===== src/rtl/ookd_pkg.sv =====
package ookd_pkg;

  localparam int unsigned BUFFER_BYTES = 32;
  localparam int unsigned MAX_OUT      = 32;
  localparam int unsigned DUMP_N       = (BUFFER_BYTES < MAX_OUT) ? BUFFER_BYTES : MAX_OUT;
  localparam int unsigned POS_W        = $clog2(BUFFER_BYTES);
  localparam int unsigned HBC_W        = POS_W + 4;
  localparam int unsigned DUMP_W       = $clog2(DUMP_N);
  localparam int unsigned CMDQ_DEPTH   = 2;
  localparam int unsigned CMDQ_PTR_W   = $clog2(CMDQ_DEPTH);
  localparam int unsigned CMDQ_CNT_W   = $clog2(CMDQ_DEPTH + 1);

  localparam int unsigned WIDTH_W    = 16;
  localparam int unsigned PRE_W      = 8;
  localparam int unsigned MB_W       = 6;
  localparam int unsigned IDX_W      = 5;
  localparam int unsigned CNT_W      = 9;
  localparam int unsigned CFG_ADDR_W = 3;
  localparam int unsigned CFG_DATA_W = 16;

  localparam logic [WIDTH_W-1:0] SHORT_MIN_RST    = 16'd200;
  localparam logic [WIDTH_W-1:0] LONG_MIN_RST     = 16'd700;
  localparam logic [WIDTH_W-1:0] LONG_MAX_RST     = 16'd1200;
  localparam logic [WIDTH_W-1:0] GAP_MIN_RST      = 16'd2500;
  localparam logic [PRE_W-1:0]   PREAMBLE_MIN_RST = 8'd24;
  localparam logic [MB_W-1:0]    MIN_BYTES_RST    = 6'd8;
  localparam logic [PRE_W-1:0]   PRE_SAT          = 8'hFF;

  typedef enum logic [CFG_ADDR_W-1:0] {
    CFG_SHORT_MIN    = 3'd0,
    CFG_LONG_MIN     = 3'd1,
    CFG_LONG_MAX     = 3'd2,
    CFG_GAP_MIN      = 3'd3,
    CFG_PREAMBLE_MIN = 3'd4,
    CFG_MIN_BYTES    = 3'd5
  } cfg_reg_e;

  typedef enum logic [1:0] {
    ST_DECODE  = 2'd0,
    ST_FAIL    = 2'd1,
    ST_FRAME   = 2'd2,
    ST_IGNORED = 2'd3
  } status_e;

  typedef enum logic [1:0] {
    CLS_SHORT = 2'd0,
    CLS_LONG  = 2'd1,
    CLS_GAP   = 2'd2,
    CLS_BAD   = 2'd3
  } cls_e;

  typedef enum logic [3:0] {
    PH_WAIT = 4'b0001,
    PH_HALF = 4'b0010,
    PH_OK   = 4'b0100,
    PH_DONE = 4'b1000
  } phase_e;

  typedef enum logic [2:0] {
    SQ_RUN  = 3'b001,
    SQ_READ = 3'b010,
    SQ_EMIT = 3'b100
  } seq_e;

  typedef struct packed {
    logic [WIDTH_W-1:0] short_min;
    logic [WIDTH_W-1:0] long_min;
    logic [WIDTH_W-1:0] long_max;
    logic [WIDTH_W-1:0] gap_min;
    logic [PRE_W-1:0]   preamble_min;
    logic [MB_W-1:0]    min_bytes;
  } cfg_t;

  typedef struct packed {
    logic [WIDTH_W-1:0] pulse_width;
    logic               start_of_capture;
  } in_item_t;

  typedef struct packed {
    status_e            status;
    logic [IDX_W-1:0]   byte_index;
    logic [7:0]         data_byte;
    logic [CNT_W-1:0]   bit_count;
    logic               last;
  } res_item_t;

  typedef struct packed {
    cls_e cls;
    logic soc;
  } cmd_t;

endpackage


===== src/rtl/ookd_classify.sv =====
module ookd_classify (
  input  ookd_pkg::in_item_t item_i,
  input  ookd_pkg::cfg_t     cfg_i,
  output ookd_pkg::cmd_t     cmd_o
);
  import ookd_pkg::*;

  logic is_data;
  logic is_long;
  logic is_gap;

  assign is_data = (item_i.pulse_width >= cfg_i.short_min) &&
                   (item_i.pulse_width < cfg_i.long_max);
  assign is_long = item_i.pulse_width >= cfg_i.long_min;
  assign is_gap  = item_i.pulse_width >= cfg_i.gap_min;

  always_comb begin
    cmd_o.soc = item_i.start_of_capture;
    priority if (is_data && is_long) begin
      cmd_o.cls = CLS_LONG;
    end else if (is_data) begin
      cmd_o.cls = CLS_SHORT;
    end else if (is_gap) begin
      cmd_o.cls = CLS_GAP;
    end else begin
      cmd_o.cls = CLS_BAD;
    end
  end

endmodule


===== src/rtl/ookd_cmdq.sv =====
module ookd_cmdq (
  input  logic           clk_i,
  input  logic           rst_ni,
  input  logic           wr_i,
  input  ookd_pkg::cmd_t cmd_i,
  output logic           full_o,
  input  logic           rd_i,
  output logic           vld_o,
  output ookd_pkg::cmd_t cmd_o
);
  import ookd_pkg::*;

  cmd_t                  slot_q [CMDQ_DEPTH];
  logic [CMDQ_PTR_W-1:0] wp_q, wp_d;
  logic [CMDQ_PTR_W-1:0] rp_q, rp_d;
  logic [CMDQ_CNT_W-1:0] cnt_q, cnt_d;
  logic                  do_wr;
  logic                  do_rd;

  assign full_o = cnt_q == CMDQ_CNT_W'(CMDQ_DEPTH);
  assign vld_o  = cnt_q != '0;
  assign cmd_o  = slot_q[rp_q];
  assign do_wr  = wr_i && !full_o;
  assign do_rd  = rd_i && vld_o;

  always_comb begin
    wp_d  = do_wr ? wp_q + 1'b1 : wp_q;
    rp_d  = do_rd ? rp_q + 1'b1 : rp_q;
    cnt_d = cnt_q;
    if (do_wr && !do_rd) begin
      cnt_d = cnt_q + 1'b1;
    end else if (do_rd && !do_wr) begin
      cnt_d = cnt_q - 1'b1;
    end
  end

  always_ff @(posedge clk_i or negedge rst_ni) begin
    if (!rst_ni) begin
      wp_q  <= '0;
      rp_q  <= '0;
      cnt_q <= '0;
    end else begin
      wp_q  <= wp_d;
      rp_q  <= rp_d;
      cnt_q <= cnt_d;
    end
  end

  always_ff @(posedge clk_i) begin
    if (do_wr) begin
      slot_q[wp_q] <= cmd_i;
    end
  end

endmodule


===== src/rtl/ookd_back.sv =====
module ookd_back (
  input  logic                clk_i,
  input  logic                rst_ni,
  input  ookd_pkg::cfg_t      cfg_i,
  input  logic                cmd_vld_i,
  input  ookd_pkg::cmd_t      cmd_i,
  output logic                cmd_pop_o,
  output logic                res_vld_o,
  output ookd_pkg::res_item_t res_o,
  input  logic                res_pop_i
);
  import ookd_pkg::*;

  seq_e                    seq_q, seq_d;
  phase_e                  phase_q, phase_d;
  logic [PRE_W-1:0]        pob_q, pob_d;
  logic [HBC_W-1:0]        hbc_q, hbc_d;
  logic [7:0]              cur_q, cur_d;
  logic [BUFFER_BYTES-1:0] valid_q, valid_d;
  logic [DUMP_W-1:0]       dump_q, dump_d;
  res_item_t               res_q, res_d;
  logic                    res_vld_q, res_vld_d;

  logic [7:0]              mem [BUFFER_BYTES];
  logic [7:0]              rd_data_q;
  logic                    rd_hit_q;
  logic                    mem_we;
  logic [POS_W-1:0]        mem_waddr;
  logic [7:0]              mem_wdata;

  // state as seen after an optional start-of-capture clear
  phase_e                  ph_e;
  logic [PRE_W-1:0]        pob_e;
  logic [HBC_W-1:0]        hbc_e;
  logic [7:0]              cur_e;
  logic [BUFFER_BYTES-1:0] valid_e;
  logic [POS_W-1:0]        pos_e;

  logic                    out_free;
  logic                    take;
  status_e                 run_st;
  logic                    do_bit;
  logic                    flip;
  logic [PRE_W-1:0]        pob_n;
  logic [7:0]              cur_sh;
  logic [HBC_W:0]          hbc_inc;
  logic                    dump_last;

  assign out_free  = !res_vld_q || res_pop_i;
  assign take      = (seq_q == SQ_RUN) && cmd_vld_i && out_free;
  assign cmd_pop_o = take;
  assign res_vld_o = res_vld_q;
  assign res_o     = res_q;
  assign dump_last = dump_q == DUMP_W'(DUMP_N - 1);

  always_comb begin
    if (cmd_i.soc) begin
      ph_e    = PH_WAIT;
      pob_e   = '0;
      hbc_e   = '0;
      cur_e   = '0;
      valid_e = '0;
    end else begin
      ph_e    = phase_q;
      pob_e   = pob_q;
      hbc_e   = hbc_q;
      cur_e   = cur_q;
      valid_e = valid_q;
    end
    pos_e = hbc_e[HBC_W-1:4];
  end

  always_comb begin
    seq_d     = seq_q;
    phase_d   = phase_q;
    pob_d     = pob_q;
    hbc_d     = hbc_q;
    cur_d     = cur_q;
    valid_d   = valid_q;
    dump_d    = dump_q;
    res_vld_d = res_vld_q && !res_pop_i;
    res_d     = res_q;
    mem_we    = 1'b0;
    mem_waddr = pos_e;
    mem_wdata = cur_e;
    run_st    = ST_DECODE;
    do_bit    = 1'b0;
    flip      = 1'b0;
    pob_n     = pob_e;
    cur_sh    = cur_e;
    hbc_inc   = {1'b0, hbc_e} + 1'b1;

    unique case (seq_q)
      SQ_RUN: begin
        if (take) begin
          phase_d = ph_e;
          pob_d   = pob_e;
          hbc_d   = hbc_e;
          cur_d   = cur_e;
          valid_d = valid_e;

          priority if (ph_e == PH_DONE) begin
            run_st = ST_IGNORED;
          end else if (cmd_i.cls == CLS_SHORT || cmd_i.cls == CLS_LONG) begin
            unique case (ph_e)
              PH_WAIT: begin
                if (cmd_i.cls == CLS_LONG) begin
                  pob_d = (pob_e == PRE_SAT) ? pob_e : pob_e + 8'd1;
                end else if (pob_e >= cfg_i.preamble_min) begin
                  pob_d   = '0;
                  phase_d = PH_HALF;
                end else begin
                  run_st = ST_FAIL;
                end
              end
              PH_OK: begin
                if (cmd_i.cls == CLS_LONG) begin
                  do_bit = 1'b1;
                  flip   = 1'b1;
                end else begin
                  phase_d = PH_HALF;
                end
              end
              PH_HALF: begin
                if (cmd_i.cls == CLS_LONG) begin
                  run_st = ST_FAIL;
                end else begin
                  do_bit = 1'b1;
                end
              end
              default: run_st = ST_FAIL;
            endcase
          end else if (cmd_i.cls == CLS_GAP &&
                       {{MB_W{1'b0}}, pos_e} >= {{POS_W{1'b0}}, cfg_i.min_bytes}) begin
            run_st = ST_FRAME;
          end else begin
            run_st = ST_FAIL;
          end

          if (do_bit) begin
            pob_n = pob_e ^ {{(PRE_W-1){1'b0}}, flip};
            pob_d = pob_n;
            // only even half-bits land in the store
            if (!hbc_e[0]) begin
              cur_sh         = {|pob_n, cur_e[7:1]};
              cur_d          = cur_sh;
              mem_we         = 1'b1;
              mem_wdata      = cur_sh;
              valid_d[pos_e] = 1'b1;
            end
            if (hbc_inc[HBC_W]) begin
              run_st = ST_FAIL;
            end else begin
              hbc_d   = hbc_inc[HBC_W-1:0];
              phase_d = PH_OK;
              if (hbc_inc[3:0] == 4'd0) begin
                cur_d = '0;
              end
            end
          end

          if (run_st == ST_FAIL) begin
            phase_d = PH_WAIT;
            pob_d   = '0;
            hbc_d   = '0;
            cur_d   = '0;
            valid_d = '0;
            mem_we  = 1'b0;
          end

          if (run_st == ST_FRAME) begin
            phase_d = PH_DONE;
            dump_d  = '0;
            seq_d   = SQ_READ;
          end else begin
            res_vld_d        = 1'b1;
            res_d.status     = run_st;
            res_d.byte_index = '0;
            res_d.data_byte  = '0;
            res_d.bit_count  = CNT_W'(hbc_d);
            res_d.last       = 1'b1;
          end
        end
      end
      SQ_READ: begin
        seq_d = SQ_EMIT;
      end
      SQ_EMIT: begin
        if (out_free) begin
          res_vld_d        = 1'b1;
          res_d.status     = ST_FRAME;
          res_d.byte_index = IDX_W'(dump_q);
          res_d.data_byte  = rd_hit_q ? rd_data_q : 8'h00;
          res_d.bit_count  = CNT_W'(hbc_q);
          res_d.last       = dump_last;
          if (dump_last) begin
            seq_d = SQ_RUN;
          end else begin
            dump_d = dump_q + 1'b1;
            seq_d  = SQ_READ;
          end
        end
      end
      default: seq_d = SQ_RUN;
    endcase
  end

  always_ff @(posedge clk_i or negedge rst_ni) begin
    if (!rst_ni) begin
      seq_q     <= SQ_RUN;
      phase_q   <= PH_WAIT;
      pob_q     <= '0;
      hbc_q     <= '0;
      cur_q     <= '0;
      valid_q   <= '0;
      dump_q    <= '0;
      res_vld_q <= 1'b0;
    end else begin
      seq_q     <= seq_d;
      phase_q   <= phase_d;
      pob_q     <= pob_d;
      hbc_q     <= hbc_d;
      cur_q     <= cur_d;
      valid_q   <= valid_d;
      dump_q    <= dump_d;
      res_vld_q <= res_vld_d;
    end
  end

  always_ff @(posedge clk_i) begin
    res_q <= res_d;
    if (mem_we) begin
      mem[mem_waddr] <= mem_wdata;
    end
    if (seq_q == SQ_READ) begin
      rd_data_q <= mem[POS_W'(dump_q)];
      rd_hit_q  <= valid_q[POS_W'(dump_q)];
    end
  end

endmodule


===== src/rtl/ook_manchester_pulse_decoder.sv =====
// On-off keyed pulse decoder with Manchester payload.
// Input side is a queue: drive item_i and raise push; the word is taken on
// a rising edge with push high and full low. Each word is one measured
// pulse width plus a start-of-capture flag that clears the decoder first.
// Result side is a queue too: while empty is low the oldest result sits on
// result_o, and it leaves on a rising edge with pop high.
// Every pulse gives one result, except a frame-completing gap, which gives
// one frame byte result per store byte (32), the final one flagged last.
// A pulse reaches result_o through the command queue and the result register.
// Throughput: one pulse per cycle, while results are popped and no dump runs,
// through a two-word command queue and a decode step; a frame dump reads each
// byte from memory, then loads it into the output register, as pulses queue.
// Configuration: cfg_we_i writes cfg_wdata_i into register cfg_addr_i;
// only write while the block is idle.
// Reset sets the registers to their defaults and clears the decoder; the
// byte store is cleared through per-byte valid bits, so no sweep is needed.
// When pop stays low the output register holds, the decoder stalls and the
// command queue fills until full goes high.
module ook_manchester_pulse_decoder (
  input  logic                                  clk_i,
  input  logic                                  rst_ni,
  input  logic                                  cfg_we_i,
  input  logic [ookd_pkg::CFG_ADDR_W-1:0]       cfg_addr_i,
  input  logic [ookd_pkg::CFG_DATA_W-1:0]       cfg_wdata_i,
  input  logic                                  push,
  output logic                                  full,
  input  ookd_pkg::in_item_t                    item_i,
  output logic                                  empty,
  input  logic                                  pop,
  output ookd_pkg::res_item_t                   result_o
);
  import ookd_pkg::*;

  cfg_t      cfg_q, cfg_d;
  cmd_t      cls_cmd;
  cmd_t      head_cmd;
  logic      head_vld;
  logic      head_pop;
  logic      res_vld;
  res_item_t res;

  always_comb begin
    cfg_d = cfg_q;
    if (cfg_we_i) begin
      unique case (cfg_addr_i)
        CFG_SHORT_MIN:    cfg_d.short_min    = cfg_wdata_i;
        CFG_LONG_MIN:     cfg_d.long_min     = cfg_wdata_i;
        CFG_LONG_MAX:     cfg_d.long_max     = cfg_wdata_i;
        CFG_GAP_MIN:      cfg_d.gap_min      = cfg_wdata_i;
        CFG_PREAMBLE_MIN: cfg_d.preamble_min = cfg_wdata_i[PRE_W-1:0];
        CFG_MIN_BYTES:    cfg_d.min_bytes    = cfg_wdata_i[MB_W-1:0];
        default:          cfg_d = cfg_q;
      endcase
    end
  end

  always_ff @(posedge clk_i or negedge rst_ni) begin
    if (!rst_ni) begin
      cfg_q.short_min    <= SHORT_MIN_RST;
      cfg_q.long_min     <= LONG_MIN_RST;
      cfg_q.long_max     <= LONG_MAX_RST;
      cfg_q.gap_min      <= GAP_MIN_RST;
      cfg_q.preamble_min <= PREAMBLE_MIN_RST;
      cfg_q.min_bytes    <= MIN_BYTES_RST;
    end else begin
      cfg_q <= cfg_d;
    end
  end

  ookd_classify u_classify (
    .item_i (item_i),
    .cfg_i  (cfg_q),
    .cmd_o  (cls_cmd)
  );

  ookd_cmdq u_cmdq (
    .clk_i  (clk_i),
    .rst_ni (rst_ni),
    .wr_i   (push),
    .cmd_i  (cls_cmd),
    .full_o (full),
    .rd_i   (head_pop),
    .vld_o  (head_vld),
    .cmd_o  (head_cmd)
  );

  ookd_back u_back (
    .clk_i     (clk_i),
    .rst_ni    (rst_ni),
    .cfg_i     (cfg_q),
    .cmd_vld_i (head_vld),
    .cmd_i     (head_cmd),
    .cmd_pop_o (head_pop),
    .res_vld_o (res_vld),
    .res_o     (res),
    .res_pop_i (pop)
  );

  assign empty    = !res_vld;
  assign result_o = res;

  // a frame dump ends exactly on the last store byte
  assert property (@(posedge clk_i) disable iff (!rst_ni)
    (!empty && result_o.status == ST_FRAME && result_o.last) |->
      (result_o.byte_index == IDX_W'(DUMP_N - 1)))
    else $error("frame dump ended on wrong byte");

  // nothing interleaves with a frame dump
  assert property (@(posedge clk_i) disable iff (!rst_ni)
    (pop && !empty && result_o.status == ST_FRAME && !result_o.last) |=>
      (empty || result_o.status == ST_FRAME))
    else $error("frame dump interrupted");

  // a rejected pulse leaves a cleared half-bit count
  assert property (@(posedge clk_i) disable iff (!rst_ni)
    (!empty && result_o.status == ST_FAIL) |-> (result_o.bit_count == '0))
    else $error("reject with nonzero bit count");

  // the decoder never takes a command while the dump runs
  assert property (@(posedge clk_i) disable iff (!rst_ni)
    (!empty && result_o.status == ST_FRAME && !result_o.last) |-> !head_pop)
    else $error("command taken during frame dump");

endmodule


===== config.mk =====
export PLATFORM = sky130hd
export DESIGN_NAME = ook_manchester_pulse_decoder
export DESIGN_NICKNAME = d
export VERILOG_FILES = /design/src/rtl/ookd_pkg.sv /design/src/rtl/ookd_classify.sv /design/src/rtl/ookd_cmdq.sv /design/src/rtl/ookd_back.sv /design/src/rtl/ook_manchester_pulse_decoder.sv
export SDC_FILE = /design/constraint.sdc
export NUM_CORES = 1
export LEC_CHECK = 0
export BUFFER_PORTS_ARGS = -buffer_cell sky130_fd_sc_hd__buf_2
export CAP_MARGIN = 10
export CORE_MARGIN = 2
export CORE_UTILIZATION = 65
export DETAILED_ROUTE_END_ITERATION = 10
export HOLD_SLACK_MARGIN = 0.03
export PLACE_DENSITY = 0.83
export SYNTH_ARGS = -nofsm -noshare
export SYNTH_HDL_FRONTEND = slang
export SYNTH_HIERARCHICAL = 1
export SYNTH_SLANG_ARGS = --single-unit
export TNS_END_PERCENT = 100

===== constraint.sdc =====
create_clock -name clk_i -period 11.4 [get_ports clk_i]
set_clock_uncertainty 0.05 [all_clocks]
set_input_delay 0.57 -clock clk_i [delete_from_list [all_inputs] [get_ports clk_i]]
set_output_delay 0.57 -clock clk_i [all_outputs]
set_load 0.01 [all_outputs]

* After elaboration in Yosys (flattened, before gate mapping) *
Memories as Yosys holds them, arrays and structs flattened. A register that Yosys moved wholly into a read port is not among the register bits.
Index checks and enable logic that the tools add are counted.

word-level totals
  register bits = 178
  bits in writable memories = 262
  bits of input ports = 41
  output and inout port bits = 27
  word-level logic and storage cells = 199
  memories kept = 2

cells by class
  $add $sub $neg = 7
  $lt $le $gt $ge = 9
  equal/unequal tests = 24
  muxes and demuxes = 97
  bitwise operators = 2
  reduce and logical (&&, ||, !) cells = 35

memories
  name           depth  width  rd ports  clocked after memory_dff  wr ports  line             text
  u_back.mem     32     8      1         1                         1         ookd_back.sv:24  logic [7:0] mem [BUFFER_BYTES];
  u_cmdq.slot_q  2      3      1         0                         1         ookd_cmdq.sv:13  cmd_t slot_q [CMDQ_DEPTH];

operator list
  cell                    number
  $mux W8                 19
  $mux W32                4
  $mux W25                3
  $pmux W25 S2            1
  $ge A16 B16 Y1          3
  $mux W4                 10
  $mux W9                 4
  $or A32 B32 Y32         1
  $mux W1                 28
  $mux W2                 13
  $mux W5                 4
  $lt A16 B16 Y1          1
  $reduce_and A2 Y1       7
  $lt A5 B6 Y1 const B    2
  $logic_and A1 B1 Y1     11
  $add A9 B1 Y10 const B  1
  $pmux W5 S2             1
  $eq A3 B2 Y1 const B    3
  $eq A3 B3 Y1 const B    3
  $mux W3                 3
  $pmux W3 S3             1
  $add A8 B1 Y8 const B   1
  $eq A8 B8 Y1 const B    1
  $ge A8 B8 Y1            1
  32 further kinds        48

* Logic depth before layout (Yosys ltp) *
An unclocked memory read counts as a cell.

  depth in word-level cells = 18
  depth in mapped cells = 14
  depth with buffers taken out = 11

* By module *
Netlist, hierarchy kept.

by module, submodules not included
  module                        instances  cells each  area an instance (sq um)  seq. area each (sq um)
  ookd_back                     1          978         15548.7                   10462.5
  ook_manchester_pulse_decoder  1          170         3090.5                    1978.1
  ookd_classify                 1          213         1592.8                    0.0
  ookd_cmdq                     1          28          421.7                     280.3

* Worst setup path after synthesis *
No wires, ideal clock.

  kind = register -> register
  from = reg u_cmdq.rp_q
  to = reg u_back.res_q, in the netlist u_back/res_o[0] (enable)
  library setup time = 438 ps
  arrival time = 4060 ps
  data required time = 10912 ps
  path slack = 6852 ps
  cell stages (with the launch flop) = 14
  cell sequence = dfrtp_1 -> mux2_2 -> buf_2 -> inv_2 -> buf_2 -> nand2_1 -> inv_1 -> ha_1 -> and2_1 -> o21ai_0 -> o21ai_0 -> a211oi_1 -> a21oi_1 -> nor3_1

RTL lines
  what                      line              text
  start: declaration        ookd_cmdq.sv:15   logic [CMDQ_PTR_W-1:0] rp_q, rp_d;
  start signal: assignment  ookd_cmdq.sv:44   rp_q <= rp_d;
  end signal: assignment    ookd_back.sv:231  res_q <= res_d;
  end: declaration          ookd_back.sv:21   res_item_t res_q, res_d;

==> load_flow_metrics.sql <==
INSERT INTO impl_metrics (metric_group, metric, value, unit) VALUES
('cts', 'cts_made_buffers', '44', ''),
('critical_path', 'timing.setup.critical_path_class', 'reg2reg', ''),
('critical_path', 'worst-endpoint-arrival', '4.46', 'ns'),
('cts', 'clock_tree_from_tritoncts', 'done', ''),
('global_routing', 'grt-ovfl-total', '0', ''),
('place', 'place_ws', '7.27', 'ns'),
('synth', 'main_flop_type_after_synthesis', 'edfxtp_1', ''),
('floorplan', 'io_pins', '68', ''),
('floorplan', 'coreArea', '31400', 'um2'),
('floorplan', 'die-area', '33200', 'um2'),
('synth', 'yosysSeqAreaShare', '0.616', ''),
('synth', 'netlist_instances', '1389', ''),
('layout', 'mostFrequentLayoutCells', '296 x edfxtp_1, 127 x dfrtp_1, 109 x nand2_1', ''),
('layout', 'layout_commonest_cell', 'edfxtp_1', ''),
('sta', 'setup_repair_after_global_routing_missed_its_margin', 'false', ''),
('critical_path', 'timing.critical_path.from_type', 'register', ''),
('floorplan', 'rows', '65', ''),
('synth', 'syn_area', '20700', 'um2'),
('place', 'post-dp-hpwl', '29700', 'um'),
('synth', 'yosys_warnings', '6', ''),
('cts', 'cts_resized', '0', ''),
('place', 'gp_routability_congestion', '0.873', ''),
('synth', 'synth_async_sr_flop_share', '0.339', ''),
('cts', 'level_count_of_the_clock_h_tree', '2', ''),
('status', 'status', 'finished clean', ''),
('synth', 'syn-num-nets', '1511', ''),
('layout', 'flow.area_growth_from_synthesis', '10.5', '%'),
('critical_path', 'critical_path_peak_fanout', '31', ''),
('global_routing', 'maximum_number_of_pins_on_one_net_before_global_route_repair', '96', ''),
('pwr', 'powerDensity', '198', 'nW/um2'),
('sta', 'fmaxAchievable', '0.236', 'GHz'),
('cts', 'cts.clk_slew.worst_paths', '0.06', 'ns'),
('critical_path', 'required', '11.63', 'ns'),
('sta', 'fin_crit_sh', '0.371', ''),
('drt', 'post_drt_via_cell_ratio', '6.62', ''),
('sta', 'finalWorstPathRequiredPeriod', '4.23', 'ns'),
('critical_path', 'worstSetupEndpointType', 'register', ''),
('synth', 'post_synth_num_cell_types', '90', ''),
('sta', 'max_slew.worst_pin.slew', '1.18', 'ns'),
('cts', 'clock_tree.buffer_depth', '3', ''),
('place', 'port_buffers', '67', ''),
('global_routing', 'grt.total_usage', '0.292', ''),
('drt', 'drt.antenna.violating_nets', '0', ''),
('drt', 'drc', '0', ''),
('floorplan', 'die_x', '182', 'um'),
('sta', 'final.setup.tns', '0', 'ns'),
('global_routing', 'first_global_vias', '12700', ''),
('synth', 'postSynthRegisterBits', '448', ''),
('pwr', 'static-leakage-power', '9.10', 'nW'),
('drt', 'detail_route.first_pass.iterations', '5', ''),
('layout', 'nNetsFinal', '1583', ''),
('sta', 'finalSetupViolations', '0', ''),
('cts', 'cts-root-buf', 'clkbuf_16', ''),
('drt', 'drt_first_iter_violations', '1406', ''),
('critical_path', 'cp-startpoint', 'u_cmdq/rp_q', ''),
('flow_run', 'drv.max_cap_violation_count', '0', ''),
('drt', 'via_count', '12600', ''),
('layout', 'post_route_cells_drive_above_1_share', '0.260', ''),
('min_path', 'hp-class', 'in2async', ''),
('drt', 'wire_per_inst', '24.8', 'um'),
('sta', 'final_critical_path_setup_slack', '7.17', 'ns'),
('floorplan', 'initial_utilization', '0.658', ''),
('cts', 'numClockSinks', '448', ''),
('cts', 'holdBufCountCts', '0', ''),
('synth', 'syn-mean-instance-area', '14.9', 'um2'),
('cts', 'cts_setup_buffers', '0', ''),
('floorplan', 'die_height', '182', 'um'),
('global_routing', 'initial_antenna_violation_count', '1', ''),
('sta', 'timing_max_transition_violations_final', '0', ''),
('sta', 'hold_viol_final', '0', ''),
('pwr', 'ir_worst_vdd', '0.129', 'mV'),
('critical_path', 'regToRegStartpoint', 'u_cmdq/rp_q', ''),
('sta', 'timing.slew.headroom', '0.217', ''),
('global_routing', 'global_route_wire_length_before_repair', '73300', 'um'),
('drt', 'routed_wl', '47100', 'um'),
('cts', 'worstSkewPairLatency', '0.56', 'ns'),
('synth', 'synth_enable_flop_cells', '296', '');
## metal layers
layer | GRT usage | wire length [um] | share of wire
met1 | 0.408 | 18700 | 0.40
met2 | 0.470 | 22800 | 0.49
met3 | 0.0579 | 3970 | 0.084
met4 | 0.0984 | 1560 | 0.033
met5 | 0 | 0 | 0
## layout make-up
class	count	area, um2
diodes	1	2.50
well taps	402	503
repair buffers	86	484
clock buffers	65	1240
multi-input cells	789	7300
clock inverters	16	210
inverters	92	345
flip-flops and latches	448	12700
fillers	1885	8580
## cells in the mapped netlist, types with 6 or more instances
master,count,share of area
edfxtp_1,296,0.43
dfrtp_1,129,0.16
nand2_1,109,0.020
inv_1,91,0.017
mux4_2,90,0.098
ha_1,81,0.049
nor2_1,65,0.012
mux2_2,63,0.034
a21oi_1,48,0.012
a21o_1,43,0.016
o21ai_0,37,0.0090
buf_2,23,0.0056
dfstp_2,23,0.029
clkbuf_1,21,0.0038
mux2_4,21,0.015
nand3_1,18,0.0044
and3_1,17,0.0051
nand4_1,15,0.0045
nand2b_1,13,0.0039
nor2b_1,12,0.0036
a31oi_1,10,0.0030
nor3_1,10,0.0024
a22oi_1,8,0.0029
buf_6,7,0.0038
nor4_1,7,0.0021
or3_1,7,0.0021
buf_1,6,0.0011
o211ai_1,6,0.0022
xnor2_1,6,0.0025
## power breakdown
group | internal [mW] | switching, mW
clock network | 0.851 | 0.608
logic | 0.479 | 0.584
registers | 1.88 | 0.130
## worst max-delay path, stage by stage (launching register included)
cell,delay (ns)
dfrtp_1,0.42
mux2_2,0.62
nor2_1,0.43
inv_1,0.09
ha_1,0.27
nand2b_1,0.14
a2111o_1,0.45
a31o_2,0.31
o211a_1,0.38
o21ai_2,0.58
o21ai_0,0.21
## cell families after synthesis
group / Yosys count / synth area share
xor gates and xnor gates: 10 / 0.00424
AOI/OAI and AO/OA: 208 / 0.0702
muxes: 177 / 0.149
buffers and inverters: 152 / 0.0325
and+or+nand+nor: 313 / 0.0789
DFF: 448 / 0.616
adders and majority gates: 81 / 0.0491
## path summary, 6_finish.rpt
check | to | cells past startpoint | slack, ns
setup / recovery | u_back/res_o[7] | 10 | 7.17
hold / removal | cfg_q[70] | 1 | 0.1
setup reg to reg | u_back/res_o[7] | 10 | 7.17
hold reg to reg | u_back/valid_q[23] | 1 | 0.43
max in group asynchronous | u_back/dump_q[0] | 2 | 9.82
min in group clk_i | u_cmdq/slot_q[1][0] | 1 | 0.15
## sequential cells by signal, summed over array words and instances, names as in the netlist, 3 cells and up
| register | flops |
|---|---|
| cfg_q | 78 |
| u_back/cur_q | 8 |
| u_back/hbc_q | 9 |
| u_back/seq_q | 3 |
| u_back/res_o | 25 |
| u_back/dump_q | 5 |
| u_cmdq/slot_q | 6 |
| u_back/rd_data_q | 8 |
| u_back/valid_q | 32 |
| u_back/pob_q | 8 |
| u_back/mem | 256 |
| u_back/phase_q | 4 |
## through the flow
step                instances  hold slack, ns   util  instance area (um2)  total power, mW
finish                   1899          0.0974  0.727                22800             4.53
global route             1898           0.135  0.727                22800             4.71
CTS                      1898           0.120  0.727                22800             4.54
detailed placement       1817           0.411  0.681                21400             3.07
global placement         1817           0.404  0.681                21400             3.03
floorplan                1389           0.224      -                20700             2.77
Note: power is estimated with default switching activity, not from simulation.
